### config.mk
export PLATFORM = sky130hd
export DESIGN_NAME = fit_policy_block_allocator_flat
export DESIGN_NICKNAME = d
export VERILOG_FILES = /design/src/hdl/fpba_pkg.sv /design/src/hdl/fpba_if.sv /design/src/hdl/fit_policy_block_allocator.sv /design/src/hdl/fpba_cell.sv /design/src/flat_wrapper.sv
export SDC_FILE = /design/constraint.sdc
export NUM_CORES = 2
export LEC_CHECK = 0
export BUFFER_PORTS_ARGS = -buffer_cell sky130_fd_sc_hd__buf_2
export CORE_ASPECT_RATIO = 1.25
export CORE_MARGIN = 10
export CORE_UTILIZATION = 30
export DETAILED_ROUTE_END_ITERATION = 16
export HOLD_SLACK_MARGIN = 0.15
export PLACE_DENSITY = 0.48
export SLEW_MARGIN = 20
export SYNTH_ARGS = -nofsm -noshare
export SYNTH_HDL_FRONTEND = slang
export SYNTH_SLANG_ARGS = --single-unit
### constraint.sdc
create_clock -name clk -period 6.13 [get_ports clk]
set_clock_uncertainty 0.1 [all_clocks]
set_input_delay 0.3065 -clock clk [delete_from_list [all_inputs] [get_ports clk]]
set_output_delay 0.3065 -clock clk [all_outputs]
set_load 0.02 [all_outputs]
### src/hdl/fpba_pkg.sv
// Package for the fit policy block allocator: widths, codes and the structs
// that pass between the cells and the top level. No dependencies.
package fpba_pkg;

  localparam int ENTRIES   = 16;
  localparam int SIZE_BITS = 16;

  // Fixed field widths of the channels and registers
  localparam int FIELD_W     = 16;
  localparam int ENTRY_IDX_W = 4;
  localparam int CNT_W       = 5;
  localparam int MODE_W      = 2;
  localparam int CFG_IDX_W   = 1;
  localparam int CFG_DATA_W  = 5;

  localparam int IDX_W      = (ENTRIES > 1) ? $clog2(ENTRIES) : 1;
  localparam int LDCMP_W    = (IDX_W > ENTRY_IDX_W) ? IDX_W : ENTRY_IDX_W;
  localparam int CNTCMP_W   = (IDX_W > CNT_W) ? IDX_W : CNT_W;

  // Commands
  localparam logic CMD_LOAD  = 1'b0;
  localparam logic CMD_ALLOC = 1'b1;

  // Placement policies; the spare code behaves as first fit
  localparam logic [MODE_W-1:0] FIT_FIRST = 2'd0;
  localparam logic [MODE_W-1:0] FIT_BEST  = 2'd1;
  localparam logic [MODE_W-1:0] FIT_WORST = 2'd2;

  // Register indexes
  localparam logic [CFG_IDX_W-1:0] REG_BLOCK_COUNT = 1'b0;
  localparam logic [CFG_IDX_W-1:0] REG_FIT_MODE    = 1'b1;

  typedef enum logic [1:0] {
    ST_IDLE,
    ST_SCAN,
    ST_DONE
  } state_t;

  // Best candidate so far, handed from cell to cell
  typedef struct packed {
    logic                 have;
    logic [IDX_W-1:0]     pick;
    logic [SIZE_BITS-1:0] size;
    logic [SIZE_BITS-1:0] left;
  } cand_t;

  // Scan settings broadcast to every cell while a request runs
  typedef struct packed {
    logic [SIZE_BITS-1:0] req;
    logic [MODE_W-1:0]    mode;
    logic [CNT_W-1:0]     count;
  } scan_ctl_t;

  // Table updates broadcast to every cell
  typedef struct packed {
    logic                   ld_en;
    logic [ENTRY_IDX_W-1:0] ld_idx;
    logic [SIZE_BITS-1:0]   ld_size;
    logic                   mark_en;
    logic [IDX_W-1:0]       mark_idx;
  } upd_ctl_t;

endpackage

### src/hdl/fpba_if.sv
// Valid/ready channel interfaces for requests and results.
// Depends on fpba_pkg.
interface fpba_in_if;
  import fpba_pkg::*;

  logic                   valid;
  logic                   ready;
  logic                   command;
  logic [ENTRY_IDX_W-1:0] entry_index;
  logic [FIELD_W-1:0]     entry_size;
  logic [FIELD_W-1:0]     request_size;

  modport source (output valid, command, entry_index, entry_size, request_size,
                  input ready);
  modport sink   (input valid, command, entry_index, entry_size, request_size,
                  output ready);
endinterface

interface fpba_out_if;
  import fpba_pkg::*;

  logic                   valid;
  logic                   ready;
  logic                   found;
  logic [ENTRY_IDX_W-1:0] chosen_index;
  logic [FIELD_W-1:0]     chosen_size;
  logic [FIELD_W-1:0]     leftover;

  modport source (output valid, found, chosen_index, chosen_size, leftover,
                  input ready);
  modport sink   (input valid, found, chosen_index, chosen_size, leftover,
                  output ready);
endinterface

### src/hdl/fit_policy_block_allocator.sv
// Top level of the fit policy block allocator: control, registers and the
// chain of fpba_cell entries. Depends on fpba_pkg, fpba_if and fpba_cell.
//
//   channel   direction  handshake      carries
//   in_chan   sink       valid/ready    command, entry_index, entry_size, request_size
//   out_chan  source     valid/ready    found, chosen_index, chosen_size, leftover
//   cfg_*     input      cfg_we only    block_count (index 0), fit_mode (index 1)
//
// A load request gives no result. An allocate request runs a candidate down
// the chain of ENTRIES cells, one cell per cycle; once the token leaves the
// last cell the answer is committed to the output register. One request is
// in flight at a time.
// Reset (rst_n low at a clock edge) clears the used marks, both registers
// and all control; block sizes are unknown until loaded.
// A waiting result sits in the output register; loads are still taken, and
// a finished scan holds until that register is free.
module fit_policy_block_allocator (
  input  logic                            clk,
  input  logic                            rst_n,
  fpba_in_if.sink                         in_chan,
  fpba_out_if.source                      out_chan,
  input  logic                            cfg_we,
  input  logic [fpba_pkg::CFG_IDX_W-1:0]  cfg_index,
  input  logic [fpba_pkg::CFG_DATA_W-1:0] cfg_data
);
  import fpba_pkg::*;

  // Configuration registers
  logic [CNT_W-1:0]     count_r;
  logic [MODE_W-1:0]    mode_r;

  // Control
  state_t               state_r;
  state_t               state_nxt;
  logic                 start_r;
  logic                 in_ready;
  logic                 commit;
  logic                 accept;
  logic                 alloc_acc;
  logic                 scan_done;
  logic                 out_free;

  // Request held for the whole scan
  logic [SIZE_BITS-1:0] req_r;

  // Output register
  logic                   out_valid_r;
  logic                   found_r;
  logic [ENTRY_IDX_W-1:0] chosen_index_r;
  logic [FIELD_W-1:0]     chosen_size_r;
  logic [FIELD_W-1:0]     leftover_r;

  // Chain wiring: element 0 feeds the first cell, the last is the answer
  cand_t                cand_w [ENTRIES+1];
  logic                 tok_w  [ENTRIES+1];
  scan_ctl_t            scan;
  upd_ctl_t             upd;

  assign accept    = in_chan.valid && in_ready;
  assign alloc_acc = accept && (in_chan.command == CMD_ALLOC);
  assign scan_done = tok_w[ENTRIES];
  assign out_free  = !out_valid_r || out_chan.ready;

  // Configuration writes
  always_ff @(posedge clk) begin
    if (!rst_n) begin
      count_r <= '0;
      mode_r  <= FIT_FIRST;
    end else if (cfg_we) begin
      unique case (cfg_index)
        REG_BLOCK_COUNT: count_r <= cfg_data[CNT_W-1:0];
        REG_FIT_MODE:    mode_r  <= cfg_data[MODE_W-1:0];
      endcase
    end
  end

  // Next state
  always_comb begin
    state_nxt = state_r;
    unique case (state_r)
      ST_IDLE: if (alloc_acc) state_nxt = ST_SCAN;
      ST_SCAN: if (scan_done) state_nxt = ST_DONE;
      ST_DONE: if (out_free)  state_nxt = ST_IDLE;
      default: state_nxt = ST_IDLE;
    endcase
  end

  // State outputs: take requests only when idle, commit once the answer lands
  always_comb begin
    in_ready = 1'b0;
    commit   = 1'b0;
    unique case (state_r)
      ST_IDLE: in_ready = 1'b1;
      ST_SCAN: ;
      ST_DONE: commit   = out_free;
      default: ;
    endcase
  end

  always_ff @(posedge clk) begin
    if (!rst_n) begin
      state_r <= ST_IDLE;
      start_r <= 1'b0;
    end else begin
      state_r <= state_nxt;
      start_r <= alloc_acc;
    end
  end

  // Latch the request size when an allocate is taken
  always_ff @(posedge clk) begin
    if (alloc_acc) begin
      req_r <= SIZE_BITS'(in_chan.request_size);
    end
  end

  // Broadcasts to the cells
  always_comb begin
    scan.req   = req_r;
    scan.mode  = mode_r;
    scan.count = count_r;

    upd.ld_en    = accept && (in_chan.command == CMD_LOAD);
    upd.ld_idx   = in_chan.entry_index;
    upd.ld_size  = SIZE_BITS'(in_chan.entry_size);
    upd.mark_en  = commit && cand_w[ENTRIES].have;
    upd.mark_idx = cand_w[ENTRIES].pick;
  end

  // The candidate enters empty, so a miss reports all zeros
  assign cand_w[0] = '0;
  assign tok_w[0]  = start_r;

  for (genvar i = 0; i < ENTRIES; i++) begin : g_cell
    fpba_cell u_cell (
      .clk      (clk),
      .rst_n    (rst_n),
      .cell_idx (IDX_W'(i)),
      .scan     (scan),
      .upd      (upd),
      .tok_in   (tok_w[i]),
      .cand_in  (cand_w[i]),
      .tok_out  (tok_w[i+1]),
      .cand_out (cand_w[i+1])
    );
  end

  // Output register: load on commit, drop when taken
  always_ff @(posedge clk) begin
    if (!rst_n) begin
      out_valid_r <= 1'b0;
    end else if (commit) begin
      out_valid_r <= 1'b1;
    end else if (out_chan.ready) begin
      out_valid_r <= 1'b0;
    end
  end

  always_ff @(posedge clk) begin
    if (commit) begin
      found_r        <= cand_w[ENTRIES].have;
      chosen_index_r <= ENTRY_IDX_W'(cand_w[ENTRIES].pick);
      chosen_size_r  <= FIELD_W'(cand_w[ENTRIES].size);
      leftover_r     <= FIELD_W'(cand_w[ENTRIES].left);
    end
  end

  assign in_chan.ready         = in_ready;
  assign out_chan.valid        = out_valid_r;
  assign out_chan.found        = found_r;
  assign out_chan.chosen_index = chosen_index_r;
  assign out_chan.chosen_size  = chosen_size_r;
  assign out_chan.leftover     = leftover_r;

endmodule

### src/hdl/fpba_cell.sv
// One table entry of the allocator chain: holds a block size and its used
// mark, and improves the passing candidate. Depends on fpba_pkg.
module fpba_cell (
  input  logic                      clk,
  input  logic                      rst_n,
  input  logic [fpba_pkg::IDX_W-1:0] cell_idx,
  input  fpba_pkg::scan_ctl_t       scan,
  input  fpba_pkg::upd_ctl_t        upd,
  input  logic                      tok_in,
  input  fpba_pkg::cand_t           cand_in,
  output logic                      tok_out,
  output fpba_pkg::cand_t           cand_out
);
  import fpba_pkg::*;

  logic [SIZE_BITS-1:0] size_r;
  logic [SIZE_BITS-1:0] size_nxt;
  logic                 used_r;
  logic                 used_nxt;
  logic                 tok_r;
  cand_t                cand_r;
  cand_t                cand_nxt;

  logic                 in_range;
  logic                 ld_hit;
  logic                 mark_hit;
  logic                 eligible;
  logic                 take;
  logic [SIZE_BITS-1:0] left;

  always_comb begin
    in_range = CNTCMP_W'(cell_idx) < CNTCMP_W'(scan.count);
    ld_hit   = upd.ld_en && (LDCMP_W'(upd.ld_idx) == LDCMP_W'(cell_idx));
    mark_hit = upd.mark_en && (upd.mark_idx == cell_idx);
    left     = size_r - scan.req;
    eligible = in_range && !used_r && (size_r >= scan.req);

    // First fit keeps the earliest fit; best and worst replace on strict gain
    priority if (!eligible) begin
      take = 1'b0;
    end else if (!cand_in.have) begin
      take = 1'b1;
    end else if (scan.mode == FIT_BEST) begin
      take = left < cand_in.left;
    end else if (scan.mode == FIT_WORST) begin
      take = left > cand_in.left;
    end else begin
      take = 1'b0;
    end

    cand_nxt = cand_in;
    if (take) begin
      cand_nxt.have = 1'b1;
      cand_nxt.pick = cell_idx;
      cand_nxt.size = size_r;
      cand_nxt.left = left;
    end

    size_nxt = ld_hit ? upd.ld_size : size_r;
    priority if (ld_hit) begin
      used_nxt = 1'b0;
    end else if (mark_hit) begin
      used_nxt = 1'b1;
    end else begin
      used_nxt = used_r;
    end
  end

  always_ff @(posedge clk) begin
    if (!rst_n) begin
      used_r <= 1'b0;
      tok_r  <= 1'b0;
    end else begin
      used_r <= used_nxt;
      tok_r  <= tok_in;
    end
  end

  always_ff @(posedge clk) begin
    size_r <= size_nxt;
    if (tok_in) begin
      cand_r <= cand_nxt;
    end
  end

  assign tok_out  = tok_r;
  assign cand_out = cand_r;

endmodule
### src/flat_wrapper.sv
// flat-port wrapper written by rule: the top's interface ports become plain ports
module fit_policy_block_allocator_flat import fpba_pkg::*;
  (clk, rst_n, cfg_we, cfg_index, cfg_data, in_chan_valid, in_chan_command, in_chan_entry_index, in_chan_entry_size, in_chan_request_size, in_chan_ready, out_chan_valid, out_chan_found, out_chan_chosen_index, out_chan_chosen_size, out_chan_leftover, out_chan_ready);
  fpba_in_if in_chan_i ();
  fpba_out_if out_chan_i ();
  input  logic clk;
  input  logic rst_n;
  input  logic cfg_we;
  input  logic [fpba_pkg::CFG_IDX_W-1:0] cfg_index;
  input  logic [fpba_pkg::CFG_DATA_W-1:0] cfg_data;
  input wire logic [$bits(in_chan_i.valid)-1:0] in_chan_valid;
  input wire logic [$bits(in_chan_i.command)-1:0] in_chan_command;
  input wire logic [$bits(in_chan_i.entry_index)-1:0] in_chan_entry_index;
  input wire logic [$bits(in_chan_i.entry_size)-1:0] in_chan_entry_size;
  input wire logic [$bits(in_chan_i.request_size)-1:0] in_chan_request_size;
  output wire logic [$bits(in_chan_i.ready)-1:0] in_chan_ready;
  output wire logic [$bits(out_chan_i.valid)-1:0] out_chan_valid;
  output wire logic [$bits(out_chan_i.found)-1:0] out_chan_found;
  output wire logic [$bits(out_chan_i.chosen_index)-1:0] out_chan_chosen_index;
  output wire logic [$bits(out_chan_i.chosen_size)-1:0] out_chan_chosen_size;
  output wire logic [$bits(out_chan_i.leftover)-1:0] out_chan_leftover;
  input wire logic [$bits(out_chan_i.ready)-1:0] out_chan_ready;
  assign in_chan_i.valid = in_chan_valid;
  assign in_chan_i.command = in_chan_command;
  assign in_chan_i.entry_index = in_chan_entry_index;
  assign in_chan_i.entry_size = in_chan_entry_size;
  assign in_chan_i.request_size = in_chan_request_size;
  assign in_chan_ready = in_chan_i.ready;
  assign out_chan_valid = out_chan_i.valid;
  assign out_chan_found = out_chan_i.found;
  assign out_chan_chosen_index = out_chan_i.chosen_index;
  assign out_chan_chosen_size = out_chan_i.chosen_size;
  assign out_chan_leftover = out_chan_i.leftover;
  assign out_chan_i.ready = out_chan_ready;
  fit_policy_block_allocator u_core (.clk(clk), .rst_n(rst_n), .in_chan(in_chan_i), .out_chan(out_chan_i), .cfg_we(cfg_we), .cfg_index(cfg_index), .cfg_data(cfg_data));
endmodule
==> impl_metrics.py <==
metrics = {
    "clock_network": {
        "cts_max_level": 3,
        "root_buffer": "clkbuf_16",
        "cts_setup_buffers": 0,
        "cts.path.max_buffers": 3,
        "cts_buffers": 101,
        "clkTransAtPathRegs_ns": 0.07,
        "cts-resized-gates": 0,
        "hold_buffers": 50,
        "clock_latency_ns": 0.76,
        "clock_sinks": 929,
        "cts_tree": "yes",
    },
    "global_routing": {
        "grt-ovfl-total": 0,
        "grt_pass1_vias": 37500,
        "grt_pass1_wl_mm": 259,
        "grt_max_degree": 44,
        "grt.total_usage_pct": 17.7,
        "antenna_found_initial": 17,
    },
    "drt": {
        "route.antenna.remaining_nets": 0,
        "highest_layer": "met5",
        "first_pass_iters": 6,
        "wl_met3_mm": 6.94,
        "drt_wl_total_mm": 182,
        "dr.first_iter.drc_count": 2923,
        "dr_total_vias": 37300,
        "drc_errors": 0,
        "via_per_inst": 5.14,
        "wl_per_cell_um": 25.2,
        "dr_wl_met2_mm": 93.2,
        "wl_met1_mm": 76.0,
    },
    "floorplanning": {
        "die_h_um": 496,
        "coreArea_um2": 180000,
        "num_io_pins": 87,
        "dieArea_um2": 199000,
        "rows": 174,
        "die_w_um": 401,
        "initial_core_util_pct": 30.2,
    },
    "power": {
        "powerDensity_nw_per_um2": 242,
        "leakagePower_uw": 0.0237,
        "max-vdd-ir-drop_uv": 237,
    },
    "outcome": {
        "status": "completed",
    },
    "finish": {
        "fin_util_pct": 34.7,
        "final_nets": 5337,
        "syn_to_final_growth_pct": 14.8,
        "layout-drive-gt1-share_pct": 18.0,
    },
    "worst_setup_path": {
        "crit_start": "u_core.req_r[1]$_DFFE_PP_",
        "crit_type": "flip-flop to flip-flop",
        "timing.rr.end": "u_core.g_cell[11].u_cell.cand_out[30]$_DFFE_PP_",
        "arrival_ns": 6.01,
        "start_kind": "flip-flop",
        "cpPeakStageDelay_ns": 0.70,
        "r2r-start": "u_core.req_r[1]$_DFFE_PP_",
        "crit_path_max_fanout": 27,
        "crit_required_ns": 6.51,
        "crit_path_end_kind": "flip-flop",
        "crit_chain": "buf_4, fa_1, nor2b_1, o21ai_1, a21boi_0, nor4_1, o311ai_0, o311ai_0, ha_1, nand4_1, or4_1, a21oi_1, a2111oi_0, mux2i_1, nor2_4, mux2_2",
        "cp_num_cells": 16,
        "crit_slowest_cell": "nor2_4",
        "regToRegSetupSlack_ns": 0.51,
        "critical_path.top_delay_family": "simple AND/OR/NAND/NOR gates",
        "r2r_cells": 16,
        "critPathBufInv": 1,
        "endpoint": "u_core.g_cell[11].u_cell.cand_out[30]$_DFFE_PP_",
        "critPathMostFrequentCell": "o311ai_0",
    },
    "synthesis": {
        "yosysSeqAreaShare_pct": 50.5,
        "synth_top_area_share_pct": 48.9,
        "yosys_warnings": 0,
        "yosys-top-cells-area": "edfxtp_1 (49%), ha_1 (11%), mux2_2 (9.2%)",
        "post_synth_num_cell_types": 88,
        "synthArstFlopShare_pct": 0,
        "syn_inst": 4548,
        "syn-mean-instance-area_um2": 12.0,
        "syn_area_um2": 54400,
        "yosys.area.top_type": "edfxtp_1",
        "synth_flop_cell": "edfxtp_1",
        "synth_fp_nets": 5108,
        "synth-seq-cells": 929,
        "synth_edf_count": 886,
    },
    "flow_run": {
        "maxCapViolations": 0,
    },
    "placed_design": {
        "numPortBuffers": 86,
        "place_hpwl_mm": 135,
        "routabilityCongestion": 0.871,
    },
    "sta": {
        "setup_viol": 0,
        "hold_viol_final": 0,
        "fin_crit_sh_pct": 91.7,
        "fin_setup_tns_ns": 0,
        "finalMaxSlewViolations": 0,
        "tightest_slew_ns": 1.08,
        "fin_crit_ns": 5.62,
        "fmax_mhz": 178,
        "rsz0062_at_grt": "false",
        "relSlewSlack_pct": 27.9,
    },
    "worst_hold_path": {
        "min_path_type": "primary input to flip-flop",
    },
}
## Yosys cell counts, types with 11 or more instances
cell       number
and3_1         30
o31a_1         11
o31ai_1        22
nor4_1         19
a2111o_1       11
inv_1         386
nor2b_1        84
ha_1          496
or3_1          13
xnor2_1       107
nor3_1         63
fa_1           16
o211ai_1       46
buf_2          37
nor3b_1        19
mux2i_1        51
a21o_1        117
mux2_2        442
a2111oi_0      13
nor2_1        204
nand4_1        84
o21bai_1       12
nand2_1       196
a31oi_1        34
a21boi_0       33
a21oi_1       319
or2_2          44
edfxtp_1      886
dfxtp_1        43
a211o_1        16
nand3_1        50
and2_1         33
o21a_1         65
a211oi_1       34
and4_1         13
clkbuf_1       55
o21ai_0       192
xor2_1         53
nand2b_1       44
## cells by family (layout without fill, tap and decap cells)
logic type,after synthesis,in the layout,share of synthesized area [%]
compound gates,1037,1037,12.5
xor+xnor,160,160,2.58
fa+ha+maj,512,512,12.0
buf+inv,491,806,3.58
flops,929,929,50.5
mux,495,495,10.1
other cells,0,3,0
simple gates,924,924,8.72
## metrics by stage
stage | hold WS (ns) | power, µW | worst slack [ns] | instance area (µm²) | std cells
CTS | 0.151 | 15300 | 0.522 | 62400 | 7237
floorplan | 0.300 | 8020 | 0.581 | 54400 | 4548
detailed placement | 0.305 | 8570 | 0.576 | 58300 | 6998
finish | 0.170 | 15100 | 0.508 | 62400 | 7242
global placement | 0.304 | 8560 | 0.543 | 58300 | 6998
global route | 0.154 | 15700 | 0.136 | 62400 | 7241
## worst min-delay path by stage
stage                                                         to  slack [ns]                                            start  depth (start not counted)
floorplan               u_core.out_chan.chosen_size[0]$_DFFE_PP_        0.30  u_core.g_cell[15].u_cell.cand_out[16]$_DFFE_PP_                          0
global placement        u_core.out_chan.chosen_size[8]$_DFFE_PP_        0.30  u_core.g_cell[15].u_cell.cand_out[24]$_DFFE_PP_                          0
detailed placement      u_core.out_chan.chosen_size[7]$_DFFE_PP_        0.30  u_core.g_cell[15].u_cell.cand_out[23]$_DFFE_PP_                          0
CTS                                   u_core.req_r[10]$_DFFE_PP_        0.15                                  in_chan_command                          3
global route        u_core.g_cell[7].u_cell.size_r[11]$_DFFE_PP_        0.15                           in_chan_entry_size[11]                          1
finish              u_core.g_cell[7].u_cell.size_r[10]$_DFFE_PP_        0.17                           in_chan_entry_size[10]                          1
## placed cells by master, fill, tap and decap left out, types with 34 or more instances in the layout
master / synthesis / layout
o211ai_1: 46 / 46
nand3_1: 50 / 50
xnor2_1: 107 / 107
nand2_1: 196 / 196
dlygate4sd3_1: 0 / 52
inv_1: 386 / 386
o21ai_0: 192 / 192
xor2_1: 53 / 53
clkbuf_16: 0 / 102
nor2_1: 204 / 203
ha_1: 496 / 496
or2_2: 44 / 44
a21o_1: 117 / 117
a21oi_1: 319 / 318
nand2b_1: 44 / 44
o21a_1: 65 / 65
nor3_1: 63 / 59
mux2i_1: 51 / 51
buf_2: 37 / 86
a211oi_1: 34 / 34
nor2b_1: 84 / 82
dfxtp_1: 43 / 41
mux2_2: 442 / 442
a31oi_1: 34 / 34
nand4_1: 84 / 84
edfxtp_1: 886 / 886
buf_4: 6 / 76
## worst register-to-register path, cell delays in order (launching register included)
cell	delay (ns)
edfxtp_1	0.41
buf_4	0.33
fa_1	0.53
nor2b_1	0.13
o21ai_1	0.10
a21boi_0	0.40
nor4_1	0.12
o311ai_0	0.37
o311ai_0	0.29
ha_1	0.36
nand4_1	0.09
or4_1	0.55
a21oi_1	0.13
a2111oi_0	0.09
mux2i_1	0.20
nor2_4	0.70
mux2_2	0.43
## layer usage
layer | up-vias | track usage (%)
li1 | 17600 | -
met1 | 18500 | 21.3
met2 | 869 | 32.6
met3 | 240 | 1.97
met4 | 4 | 6.04
met5 | - | 0
## registers in the layout, indices dropped and copies added, names as in the netlist
register,count
u_core.g_cell.u_cell.tok_out,16
u_core.start_r,1
u_core.g_cell.u_cell.used_r,16
u_core.out_chan.valid,1
u_core.state_r,2
u_core.out_chan.chosen_index,4
u_core.out_chan.chosen_size,16
u_core.out_chan.leftover,16
u_core.g_cell.u_cell.cand_out,577
u_core.g_cell.u_cell.size_r,256
u_core.count_r,5
u_core.out_chan.found,1
u_core.req_r,16
u_core.mode_r,2
## power by group
| group | leakage (µW) | internal, µW | switching (µW) | total, µW |
|---|---|---|---|---|
| registers | 0.00831 | 6940 | 28.7 | 6970 |
| logic | 0.0137 | 561 | 946 | 1510 |
| clock network | 0.00173 | 3810 | 2840 | 6650 |
| total | 0.0237 | 11300 | 3820 | 15100 |
## final cells by class
type	count	area, µm²
Antenna cell	3	7.51
Timing Repair Buffer	230	1840
Fill cell	17700	118000
Multi-Input combinational cell	3128	25100
Inverter	387	1450
Sequential cell	929	27500
Clock inverter	72	941
Clock buffer	117	2640
Tap cell	2376	2970
Note: power is estimated with default switching activity, not from simulation.
